**config.mk**
```make
export PLATFORM = sky130hd
export DESIGN_NAME = alpha_premultiply_convert_core
export DESIGN_NICKNAME = d
export VERILOG_FILES = /design/src/design/apc_pkg.sv /design/src/design/apc_lane.sv /design/src/design/alpha_premultiply_convert_core.sv
export SDC_FILE = /design/constraint.sdc
export NUM_CORES = 1
export LEC_CHECK = 0
export BUFFER_PORTS_ARGS = -buffer_cell sky130_fd_sc_hd__buf_2
export CAP_MARGIN = 20
export CORE_MARGIN = 5
export CORE_UTILIZATION = 45
export DETAILED_ROUTE_END_ITERATION = 7
export PLACE_DENSITY_LB_ADDON = 0.3
export SLEW_MARGIN = 10
export SYNTH_ARGS = -nofsm -noshare
export SYNTH_HDL_FRONTEND = slang
export SYNTH_HIERARCHICAL = 1
export SYNTH_SLANG_ARGS = --single-unit
```
**constraint.sdc**
```tcl
create_clock -name clk -period 4.61 [get_ports clk]
set_input_delay 0.922 -clock clk [delete_from_list [all_inputs] [get_ports clk]]
set_output_delay 0.922 -clock clk [all_outputs]
set_load 0.005 [all_outputs]
```
**src/design/apc_pkg.sv**
```systemverilog
`default_nettype none

package apc_pkg;

  localparam int CHAN_W          = 8;
  localparam int PROD_W          = 2 * CHAN_W;
  localparam int DIV_STAGES      = 4;
  localparam int STEPS_PER_STAGE = CHAN_W / DIV_STAGES;
  localparam int LANE_DEPTH      = DIV_STAGES + 1;
  localparam int OUT_LATENCY     = LANE_DEPTH + 1;

  localparam logic [CHAN_W-1:0] CHAN_MAX = 8'hFF;

  localparam logic MODE_PREMUL   = 1'b0;
  localparam logic MODE_UNPREMUL = 1'b1;

  typedef struct packed {
    logic [CHAN_W-1:0] red;
    logic [CHAN_W-1:0] green;
    logic [CHAN_W-1:0] blue;
    logic [CHAN_W-1:0] alpha;
  } in_pixel_t;

  typedef struct packed {
    logic [CHAN_W-1:0] red_out;
    logic [CHAN_W-1:0] green_out;
    logic [CHAN_W-1:0] blue_out;
    logic [CHAN_W-1:0] alpha_out;
  } out_pixel_t;

endpackage

`default_nettype wire

```
**src/design/apc_lane.sv**
```systemverilog
`default_nettype none

module apc_lane
  import apc_pkg::*;
(
  input  logic              clk,
  input  logic              mode,
  input  logic [CHAN_W-1:0] chan,
  input  logic [CHAN_W-1:0] alpha,
  output logic [CHAN_W-1:0] chan_out
);

  typedef struct packed {
    logic [PROD_W-1:0] rem;
    logic [CHAN_W-1:0] quo;
    logic [CHAN_W-1:0] dvs;
    logic [CHAN_W-1:0] fixed;
    logic              use_div;
  } div_stage_t;

  // floor(x / 255) for x up to 255 * 255, i.e. any product of two 8-bit values
  function automatic logic [CHAN_W-1:0] div_chan_max(input logic [PROD_W-1:0] x);
    logic [PROD_W:0] t;
    t = {1'b0, x} + (PROD_W+1)'(x[PROD_W-1:CHAN_W]) + (PROD_W+1)'(1);
    return t[PROD_W-1:CHAN_W];
  endfunction

  logic [PROD_W-1:0] prod_r;
  logic [PROD_W-1:0] prod_nxt;
  logic [CHAN_W-1:0] chan_a_r;
  logic [CHAN_W-1:0] alpha_a_r;
  logic              mode_a_r;
  logic [CHAN_W-1:0] factor;

  div_stage_t head;
  div_stage_t stage_r   [DIV_STAGES];
  div_stage_t stage_nxt [DIV_STAGES];

  assign factor   = (mode == MODE_UNPREMUL) ? CHAN_MAX : alpha;
  assign prod_nxt = PROD_W'(chan) * PROD_W'(factor);

  always_ff @(posedge clk) begin
    prod_r    <= prod_nxt;
    chan_a_r  <= chan;
    alpha_a_r <= alpha;
    mode_a_r  <= mode;
  end

  always_comb begin
    head.rem     = prod_r;
    head.quo     = '0;
    head.dvs     = alpha_a_r;
    head.use_div = (mode_a_r == MODE_UNPREMUL) && (alpha_a_r != '0) && (chan_a_r < alpha_a_r);
    if (mode_a_r == MODE_PREMUL) begin
      head.fixed = div_chan_max(prod_r);
    end else if (alpha_a_r == '0) begin
      head.fixed = chan_a_r;
    end else begin
      head.fixed = CHAN_MAX;
    end
  end

  // restoring divide, quotient bits from the top down
  always_comb begin
    logic [PROD_W-1:0] trial;
    for (int s = 0; s < DIV_STAGES; s++) begin
      stage_nxt[s] = (s == 0) ? head : stage_r[(s == 0) ? 0 : s - 1];
      for (int k = 0; k < STEPS_PER_STAGE; k++) begin
        trial = PROD_W'(stage_nxt[s].dvs) << (CHAN_W - 1 - s * STEPS_PER_STAGE - k);
        if (stage_nxt[s].rem >= trial) begin
          stage_nxt[s].rem = stage_nxt[s].rem - trial;
          stage_nxt[s].quo = stage_nxt[s].quo
                             | (CHAN_W'(1) << (CHAN_W - 1 - s * STEPS_PER_STAGE - k));
        end
      end
    end
  end

  always_ff @(posedge clk) begin
    for (int s = 0; s < DIV_STAGES; s++) begin
      stage_r[s] <= stage_nxt[s];
    end
  end

  assign chan_out = stage_r[DIV_STAGES-1].use_div ? stage_r[DIV_STAGES-1].quo
                                                  : stage_r[DIV_STAGES-1].fixed;

endmodule

`default_nettype wire

```
**src/design/alpha_premultiply_convert_core.sv**
```systemverilog
// Converts one RGBA8 pixel per clock between straight and premultiplied alpha.
// busy stays low, so an item is taken on every cycle that start is high. Each
// result shows on out_pixel with out_valid for one cycle, once its item has
// passed the per-channel pipeline: one multiply stage, four radix-4 restoring
// divide stages, and the output register. Results leave in the order items
// arrive and cannot be held off. Write the mode register (0 premultiply, 1
// unpremultiply) only while no item is in flight.
`default_nettype none

module alpha_premultiply_convert_core
  import apc_pkg::*;
(
  input  logic       clk,
  input  logic       rst_n,
  input  logic       start,
  output logic       busy,
  input  in_pixel_t  in_pixel,
  output logic       out_valid,
  output out_pixel_t out_pixel,
  input  logic       cfg_we,
  input  logic       cfg_wdata
);

  logic                  mode_r;
  logic                  accept;
  logic [LANE_DEPTH-1:0] valid_r;
  logic [CHAN_W-1:0]     alpha_dly_r [LANE_DEPTH];
  logic [CHAN_W-1:0]     red_res;
  logic [CHAN_W-1:0]     green_res;
  logic [CHAN_W-1:0]     blue_res;
  logic                  out_valid_r;
  out_pixel_t            out_pixel_r;

  assign busy   = 1'b0;
  assign accept = start && !busy;

  always_ff @(posedge clk) begin
    if (!rst_n) begin
      mode_r <= MODE_PREMUL;
    end else if (cfg_we) begin
      mode_r <= cfg_wdata;
    end
  end

  apc_lane u_lane_red (
    .clk      (clk),
    .mode     (mode_r),
    .chan     (in_pixel.red),
    .alpha    (in_pixel.alpha),
    .chan_out (red_res)
  );

  apc_lane u_lane_green (
    .clk      (clk),
    .mode     (mode_r),
    .chan     (in_pixel.green),
    .alpha    (in_pixel.alpha),
    .chan_out (green_res)
  );

  apc_lane u_lane_blue (
    .clk      (clk),
    .mode     (mode_r),
    .chan     (in_pixel.blue),
    .alpha    (in_pixel.alpha),
    .chan_out (blue_res)
  );

  always_ff @(posedge clk) begin
    if (!rst_n) begin
      valid_r     <= '0;
      out_valid_r <= 1'b0;
    end else begin
      valid_r     <= {valid_r[LANE_DEPTH-2:0], accept};
      out_valid_r <= valid_r[LANE_DEPTH-1];
    end
  end

  always_ff @(posedge clk) begin
    alpha_dly_r[0] <= in_pixel.alpha;
    for (int i = 1; i < LANE_DEPTH; i++) begin
      alpha_dly_r[i] <= alpha_dly_r[i-1];
    end
    out_pixel_r.red_out   <= red_res;
    out_pixel_r.green_out <= green_res;
    out_pixel_r.blue_out  <= blue_res;
    out_pixel_r.alpha_out <= alpha_dly_r[LANE_DEPTH-1];
  end

  assign out_valid = out_valid_r;
  assign out_pixel = out_pixel_r;

endmodule

`default_nettype wire

```
# == Word level (Yosys, flattened, before mapping) ==
# Memory sizes are Yosys's and may differ from the RTL's. A register that Yosys moved wholly into a read port is not among the register bits.
# Cells that the tools add are included.
# totals
register_bits,112
mem_bits_rw,532
input_bits,37
output_inout_bits,34
memories,4
# memory_table
name,words,word_bits,rd,rd_clocked_by_memory_dff,write_ports,line,rtl
u_lane_blue.stage_r,4,41,4,0,4,apc_lane.sv:36,div_stage_t stage_r [DIV_STAGES];
u_lane_green.stage_r,4,41,4,0,4,apc_lane.sv:36,
u_lane_red.stage_r,4,41,4,0,4,apc_lane.sv:36,
alpha_dly_r,5,8,5,1,5,alpha_premultiply_convert_core.sv:27,logic [CHAN_W-1:0] alpha_dly_r [LANE_DEPTH];
# classes
add_sub_neg,30
n_mul,3
order_cmp,27
mux,34
n_reduce_logical,6
# op_table
cell,n
$mux W24,24
$mux W8,10
$add A16 B1 Y16 const B,3
$add A16 B8 Y16,3
$ge A16 B10 Y1,3
$ge A16 B11 Y1,3
$ge A16 B12 Y1,3
$ge A16 B13 Y1,3
$ge A16 B14 Y1,3
$ge A16 B15 Y1,3
$ge A16 B8 Y1,3
$ge A16 B9 Y1,3
$mul A8 B8 Y16,3
$sub A16 B10 Y16,3
$sub A16 B11 Y16,3
$sub A16 B12 Y16,3
$sub A16 B13 Y16,3
$sub A16 B14 Y16,3
$sub A16 B15 Y16,3
$sub A16 B8 Y16,3
$sub A16 B9 Y16,3
$lt A8 B8 Y1,3
$logic_not A8 Y1,1
$reduce_bool A8 Y1,1
$logic_and A1 B1 Y1,4

# == Longest topological paths before layout ==
# Gate-level depths: netlist of run 1.
# An unclocked memory read counts as a cell.
# depth
word_depth,5
depth_mapped,21
mapped_depth_nobuf,20

# == Hierarchy ==
# The synthesis of run 1 kept the hierarchy.
# modules_own_cells
module,instances,cells_per_inst,area_each_um2,seq_area_each_um2
apc_lane at u_lane_blue,1,1050,9925.8,3223.1
apc_lane at u_lane_green,1,1061,9920.8,3223.1
apc_lane at u_lane_red,1,1052,9897.0,3223.1
alpha_premultiply_convert_core,1,89,1646.6,1581.5

# == Least setup slack after synthesis of run 1 ==
# Ideal clock, no wire load.
# synth_path
path_type,input port to flip-flop
from,input in_pixel[6] in the netlist's numbering
to,register u_lane_blue.prod_r[14]
arrival_time_ns,4.856
slack_ns,-0.364
cell_stages,16
path_buffers,1
cell_sequence,or2_2 > clkbuf_1 > nand2_1 > fa_1 > fa_1 > inv_1 > fa_1 > inv_1 > fa_1 > inv_1 > ha_1 > a31oi_1 > o21ai_0 > nor4_1 > or3b_2 > xnor2_1
# synth_between
elab_chain_len,2
# synth_lines
item,line,rtl
start: declaration,alpha_premultiply_convert_core.sv:17,"input in_pixel_t in_pixel,"
$mux W8,apc_lane.sv:39,assign factor = (mode == MODE_UNPREMUL) ? CHAN_MAX : alpha;
$mul A8 B8 Y16,apc_lane.sv:40,assign prod_nxt = PROD_W'(chan) * PROD_W'(factor);
named net u_lane_blue.prod_nxt[14],apc_lane.sv:29,logic [PROD_W-1:0] prod_nxt;
end signal: assignment,apc_lane.sv:43,prod_r <= prod_nxt;
end: declaration,apc_lane.sv:28,logic [PROD_W-1:0] prod_r;
# The timed path passes the listed nets, and every way through them passes these cells.
# A chain may end at the register's enable or synchronous reset.

# == Final worst setup path of run 1 ==
# layout_path
from,register mode_r
to,register u_lane_red.prod_r[15]
# layout_between
elab_chain_len,2
# layout_lines
item,line,rtl
start: declaration,alpha_premultiply_convert_core.sv:24,logic mode_r;
start signal: assignment,alpha_premultiply_convert_core.sv:41,mode_r <= cfg_wdata;
$mux W8,apc_lane.sv:39,
$mul A8 B8 Y16,apc_lane.sv:40,
named net u_lane_red.prod_nxt[15],apc_lane.sv:29,
end signal: assignment,apc_lane.sv:43,
end: declaration,apc_lane.sv:28,
# The timed path passes the listed nets, and every way through them passes these cells.

==> run summary, run 1 <==
CTS tree: built
Overall Power: 31.4 mW
DRT Pass-1 Iters: 5
combinational power share: 60.2%
Final WS setup: 0.202 ns
#FFs+latches synth: 562
initial antenna violation count: 4
IO Pins: 71
Max Transition Viols Final: 0
ys flop type: dfxtp_1
post-route minimum period: 4.41 ns
Die Width: 274 um
CTS buffer count: 59
Total GRT Usage: 17.8%
first-pass GRT wire length: 112000 um
Buf+Inv Stages, Crit Path: 3
Yosys top cell by area: dfxtp_1
CP arrival: 4.91 ns
pin count of the biggest net entering global routing: 25
Final Util: 53.8%
total number of H-tree levels: 2
CP top delay family: adder cells
Top Layer Used: met5
Synth Instances: 3252
Post-synth ARST share: 0%
Hold WC Path Type: reg -> reg
final WL: 67100 um
GP Congestion: 0.869
Mapped Avg Cell Area: 9.65 sq um
Final Net Count: 4110
crit-path max FO: 11
setup TNS: 0 ns
Seq/Total Area, Yosys: 35.8%
outcome: finished clean
fillers: 6314
Peak supply drop: 356 uV
Routed Antenna Nets: 0
Area growth, synth to finish: 18.1%
share of layout cells above drive strength 1: 17.7%
CP max-delay cell: fa_1
Final Cell Area: 0.0371 sq mm
critical path's most frequent cell: fa_1
Clk pin slew, worst setup/hold paths: 0.06 ns
syn_nets: 3760
Post-synth EDFFs: 0
fin crit share: 95.6%
leak pwr: 17.1 nW
final setup fails: 0
Iteration-0 DRC Markers: 945
CP peak stage delay: 0.49 ns
Post-synth top cells: dfxtp_1, ha_1, inv_1, nor2_1, a21oi_1
placed cells: 4466
Critical Path RT: 5.12 ns
Row Count: 96
Synth area leaders: dfxtp_1, ha_1, fa_1, inv_1, xnor2_1
M1 WL: 33300 um
hold_ws: 0.321 ns
Initial Util: 45.5%
Worst Clk Skew: 0.0228 ns
WL met2: 30600 um
Tightest Pin Transition: 1.13 ns
HPWL after DPL: 54100 um
cell area after synthesis: 0.0314 sq mm
most frequent cell after synthesis: dfxtp_1
CP Launch Type: flop
Clk Latency, worst-skew pair: 0.62 ns
share of the synthesized area in the top cell type: 35.8%
drt wl/cell: 14.6 um
Cell variety after synth: 106
Worst setup EP type: flop
crit path cell chain: buf_4 -> nor2_4 -> nor2b_1 -> fa_1 -> fa_1 -> inv_1 -> fa_1 -> fa_1 -> inv_1 -> ha_1 -> o21a_1 -> o21ai_1 -> nand2b_1 -> a31o_2 -> a41o_1 -> o41ai_2 -> xnor2_1
pre-CTS WS: -0.426 ns
number of global-route vias before repair: 23100
max_slew headroom: 23.8%
Via Count: 23000
via density per instance: 5.02
deepest clock path buffer count: 3
GR Overflow Total: 0
yosys warns: 6
DRC violation count after routing: 0
Clock Tree Root: clkbuf_16
Fmax achieved: 227 MHz
cell-internal power: 19.1 mW
share of power burned in registers: 24.1%
PortBufs: 69
clock network power share: 15.7%
crit path kind: reg -> reg
Finished Layout Cells: 4581
Cell Area, Placed: 0.0348 sq mm
max_cap viols: 0
met3 WL: 2130 um
Hold Vio Cnt, Final: 0
P_sw: 12.3 mW
total die area: 0.0751 sq mm
CORE AREA: 0.0689 sq mm
switching share of power: 39.2%
clock sinks: 562
power density cells: 846 mW/mm^2
Die H: 274 um
cell families (layout without fill, tap and decap cells):
group | after synthesis | in the layout | share of synthesized area [%]
fa+ha+maj | 471 | 471 | 21.9
buf+inv | 381 | 778 | 4.73
flops | 562 | 562 | 35.8
xor+xnor | 172 | 172 | 4.80
compound gates | 656 | 656 | 13.5
mux | 119 | 119 | 4.33
simple gates | 890 | 890 | 14.9
other cells | 1 | 2 | 0.0119
worst register-to-register path: cells and delay by family, from the launching register on:
kind                       cells  cell delay [ns]
AOI/OAI and AO/OA              5             1.03
xor gates and xnor gates       1             0.10
adders and majority gates      5             2.18
buffers and inverters          3             0.26
DFF                            1             0.39
and+or+nand+nor                3             0.32
layout by cell type (no fill, tap or decap), types with 54 or more instances in the layout:
master     netlist  layout
nor2_1         210     199
xnor2_1        118     118
nand2_1        184     179
fa_1           129     127
xor2_1          54      54
mux2_2          77      77
buf_2            2      69
a21oi_1        193     190
nor2b_1        150     150
clkbuf_16        0      60
o21ai_0        153     138
buf_4            3     258
ha_1           342     334
dfxtp_1        562     559
a21o_1          69      69
inv_1          337     335
registers in the layout, indices dropped and copies added, names as in the netlist, 8 cells and up:
| name | flops |
|---|---|
| out_pixel | 32 |
| u_lane_red/stage_r | 128 |
| u_lane_green/alpha_a_r | 8 |
| u_lane_blue/prod_r | 16 |
| u_lane_red/alpha_a_r | 8 |
| u_lane_green/chan_a_r | 8 |
| u_lane_green/stage_r | 128 |
| u_lane_blue/alpha_a_r | 8 |
| u_lane_red/chan_a_r | 8 |
| u_lane_green/prod_r | 16 |
| u_lane_blue/stage_r | 128 |
| u_lane_red/prod_r | 16 |
| alpha_dly_r | 40 |
| u_lane_blue/chan_a_r | 8 |
power by group through the flow:
stage               clock network, mW  logic (mW)  registers [mW]
finish                           4.92        18.9            7.56
CTS                              5.07        18.7            7.57
detailed placement                  0        18.5            7.67
floorplan                           0        14.0            7.36
global placement                    0        18.3            7.63
global route                     5.27        21.3            7.77
routing by layer:
metal  vias up  GRT usage, %
met2       281          29.8
li1      11900             -
met4         2          4.10
met3        74          2.28
met5         -             0
met1     10800          24.6
area by class of cell:
| cell class | instances | area, sq um | share of cell area (%) |
|---|---|---|---|
| diodes | 1 | 2.50 | 0.00675 |
| multi-input cells | 2309 | 19000 | 51.2 |
| well taps | 931 | 1160 | 3.14 |
| flip-flops and latches | 562 | 11300 | 30.4 |
| clock buffers | 78 | 1660 | 4.47 |
| repair buffers | 330 | 2320 | 6.25 |
| clock inverters | 30 | 428 | 1.15 |
| inverters | 340 | 1280 | 3.44 |
path summary, 6_finish.rpt:
| kind | start | to | slack [ns] | cells after the start |
|---|---|---|---|---|
| setup / recovery | mode_r | u_lane_red/prod_r[15] | 0.20 | 17 |
| hold / removal | u_lane_blue/stage_r[1][7] | u_lane_blue/stage_r[2][7] | 0.32 | 0 |
| setup reg to reg | mode_r | u_lane_red/prod_r[15] | 0.20 | 17 |
| hold reg to reg | u_lane_blue/stage_r[1][7] | u_lane_blue/stage_r[2][7] | 0.32 | 0 |
timing repair:
item / 4_1_cts / 5_1_grt
pin swaps: 0 / 5
setup buffers: 0 / 5
setup endpoints to repair: 14 / 94
resized for setup: 3 / 46
hold buffers: 0 / 0
gates cloned: 0 / 1
Note: power is estimated with default switching activity, not from simulation.
==> run 2: changes to the inputs <==
==> constraint.sdc (replaced) <==
create_clock -name clk -period 4.61 [get_ports clk]
set_input_delay 0.6915 -clock clk [delete_from_list [all_inputs] [get_ports clk]]
set_output_delay 0.6915 -clock clk [all_outputs]
set_load 0.005 [all_outputs]
==> run 2 against run 1 <==
Clock-buffer cell count fell by 5. Register-to-register slack got worse by 0.03 ns. First-iteration DRC count rose by 13%. Highest routed layer is now met4. Cell area fell by 1.1%. Final cell count fell by 0.70%. Fmax fell by 0.59%. Clock power fell by 3%. Critical path depth fell by 1. Total power fell by 1.6%. Utilization fell by 0.57 points. Combinational power fell by 2%. Setup slack got worse by 0.026 ns.
==> run summary, run 2 (synthesis results as in run 1) <==
IO Pins: 71 (unchanged)
DRT Pass-1 Iters: 5 (unchanged)
final setup fails: 0 (unchanged)
GR Overflow Total: 0 (unchanged)
Hold WC Path Type: in -> reg
clock sinks: 562 (unchanged)
CORE AREA: 0.0689 sq mm (unchanged)
crit-path max FO: 25 (+14)
Die Width: 274 um (unchanged)
Iteration-0 DRC Markers: 1068 (+13%)
Initial Util: 45.5% (unchanged)
Clock Tree Root: clkbuf_16
switching share of power: 39.5% (+0.31 points)
Top Registers: u_lane_blue/stage_r (128), u_lane_green/stage_r (128), u_lane_red/stage_r (128)
Hold Vio Cnt, Final: 0 (unchanged)
leading cell type in the layout, fill and taps excluded: dfxtp_1
post-route minimum period: 4.43 ns (+0.0264 ns)
Critical Path Stages: 16 (-1)
P_sw: 12.2 mW (-0.83%)
CP Launch Type: flop
CTS buffer count: 59 (unchanged)
Routed Antenna Nets: 0 (unchanged)
outcome: finished clean
final WL: 66100 um (-1.5%)
Row Count: 96 (unchanged)
via density per instance: 5.02 (about the same)
Die H: 274 um (unchanged)
PortBufs: 69 (unchanged)
Worst setup EP type: flop
deepest clock path buffer count: 3 (unchanged)
crit path kind: reg -> reg
power density cells: 842 mW/mm^2 (-0.54%)
antenna diode count: 0 (-1)
Via Count: 22800 (-0.75%)
initial antenna violation count: 2 (-2)
total die area: 0.0751 sq mm (unchanged)
crit path cell chain: buf_12 -> or2_4 -> nand2_1 -> fa_1 -> fa_1 -> inv_1 -> fa_1 -> inv_1 -> fa_1 -> inv_1 -> ha_4 -> a31oi_1 -> o21ai_1 -> nor4_1 -> or3b_2 -> xnor2_1
Worst Clk Skew: 0.0341 ns (+0.0113 ns)
GP Congestion: 0.897 (+3.2%)
Total GRT Usage: 17.6% (-0.18 points)
critical path's most frequent cell: fa_1
CP peak stage delay: 0.55 ns (+0.06 ns)
Fmax achieved: 226 MHz (-0.59%)
Clk Latency, worst-skew pair: 0.62 ns (about the same)
share of power burned in registers: 24.5% (+0.4 points)
highest-count cells in the layout ignoring fill and taps: dfxtp_1, ha_1, inv_1, buf_4, nor2_1
max_slew headroom: 33.2% (+9.4 points)
drt wl/cell: 14.5 um (-0.80%)
Clk pin slew, worst setup/hold paths: 0.06 ns (about the same)
CP arrival: 4.94 ns (+0.03 ns)
setup TNS: 0 ns (unchanged)
fin crit share: 96.2% (+0.57 points)
# hold bufs at CTS: 0 (unchanged)
Tightest Pin Transition: 0.989 ns (-0.139 ns)
total number of H-tree levels: 2 (unchanged)
hold_ws: 0.238 ns (-0.0837 ns)
CTS tree: built
Final Net Count: 4079 (-0.75%)
number of global-route vias before repair: 22700 (-1.6%)
leak pwr: 16.9 nW (-1.2%)
worst hold stages: 1 (+1)
DRC violation count after routing: 0 (unchanged)
CP top delay family: adder cells
CP max-delay cell: fa_1
area occupied by registers: 0.0113 sq mm (about the same)
pin count of the biggest net entering global routing: 26 (+4.0%)
Peak supply drop: 387 uV (+8.7%)
Max Transition Viols Final: 0 (unchanged)
combinational power share: 60.0% (-0.2 points)
share of layout cells above drive strength 1: 16.7% (-0.98 points)
first-pass GRT wire length: 111000 um (-0.89%)
cell-internal power: 18.7 mW (-2.1%)
Area growth, synth to finish: 16.9%
fillers: 6209 (-1.7%)
area taken by multi-input logic gates: 0.0189 sq mm (-0.61%)
Buf+Inv Stages, Crit Path: 4 (+1)
max_cap viols: 0 (unchanged)
HPWL after DPL: 53400 um (-1.3%)
Critical Path RT: 5.12 ns (about the same)
reg2reg path depth: 16 (-1)
clock network power share: 15.5% (-0.2 points)
run 2: changes by cell type in the layout (fill, tap and decap cells not counted), moves of 3 or more:
cell      delta
nand2_1      +3
ha_1         +5
buf_12       +3
clkbuf_1     -3
o31ai_2      +3
inv_6        +6
o31ai_1      -3
o21ai_1      -4
ha_4         -5
buf_4       -32
o21ai_0      +3
run 2: worst reg2reg max path: cells and delay by family (launching register included):
kind	cells	cell delay, ns
AO/OA/AOI/OAI	2	0.29
XOR/XNOR	1	0.13
adder cells (fa/ha/maj)	5	2.31
buffers and inverters	4	0.32
flip-flops	1	0.35
AND/OR/NAND/NOR	4	0.89
run 2: final timing paths:
path,endpoint,slack (ns),from
worst max-delay path,u_lane_blue/prod_r[14],0.18,mode_r
worst min-delay path,alpha_dly_r[0][6],0.24,in_pixel[6]
worst min register to register,alpha_dly_r[3][0],0.31,alpha_dly_r[2][0]
worst max register to register,u_lane_blue/prod_r[14],0.18,mode_r
run 2: final cells by class:
cell class,count,share of cell area [%]
clock buffer,73,4.39
timing repair buffer,299,5.76
multi-input combinational,2309,51.4
sequential,562,30.7
clock inverter,35,1.11
tap,931,3.18
inverter,340,3.48
run 2: power by group through the flow:
stage                     registers, mW  clock network [mW]  logic (mW)
after floorplan                    7.36                   0        13.9
after global placement             7.62                   0        18.0
after detailed placement           7.66                   0        18.2
after CTS                          7.57                4.93        18.4
after global routing               7.77                5.14        20.9
final                              7.57                4.78        18.5
run 2: repair_timing:
action                                  CTS  global route
pin swaps                                 0             8
resized for setup                         3            54
endpoints found under the setup margin    8            94
setup buffers                             0             3
run 2: stage by stage:
step / utilization, % / instance area, sq um / worst slack (ns) / std cells / power (mW)
final: 53.2 / 36700 / 0.176 / 4549 / 30.9
after global routing: 53.2 / 36700 / -0.00356 / 4549 / 33.9
after CTS: 52.9 / 36500 / 0.0241 / 4546 / 30.9
after detailed placement: 50.0 / 34500 / -0.357 / 4438 / 25.9
after global placement: 50.0 / 34500 / -0.350 / 4438 / 25.6
after floorplan: - / 31500 / -0.00795 / 3252 / 21.2
run 2: routing by layer:
| layer | part of all wire [%] | global-route usage, % |
|---|---|---|
| met5 | 0 | 0 |
| met4 | 2.0 | 4.35 |
| met3 | 4.1 | 2.28 |
| met2 | 45 | 29.1 |
| met1 | 49 | 24.5 |
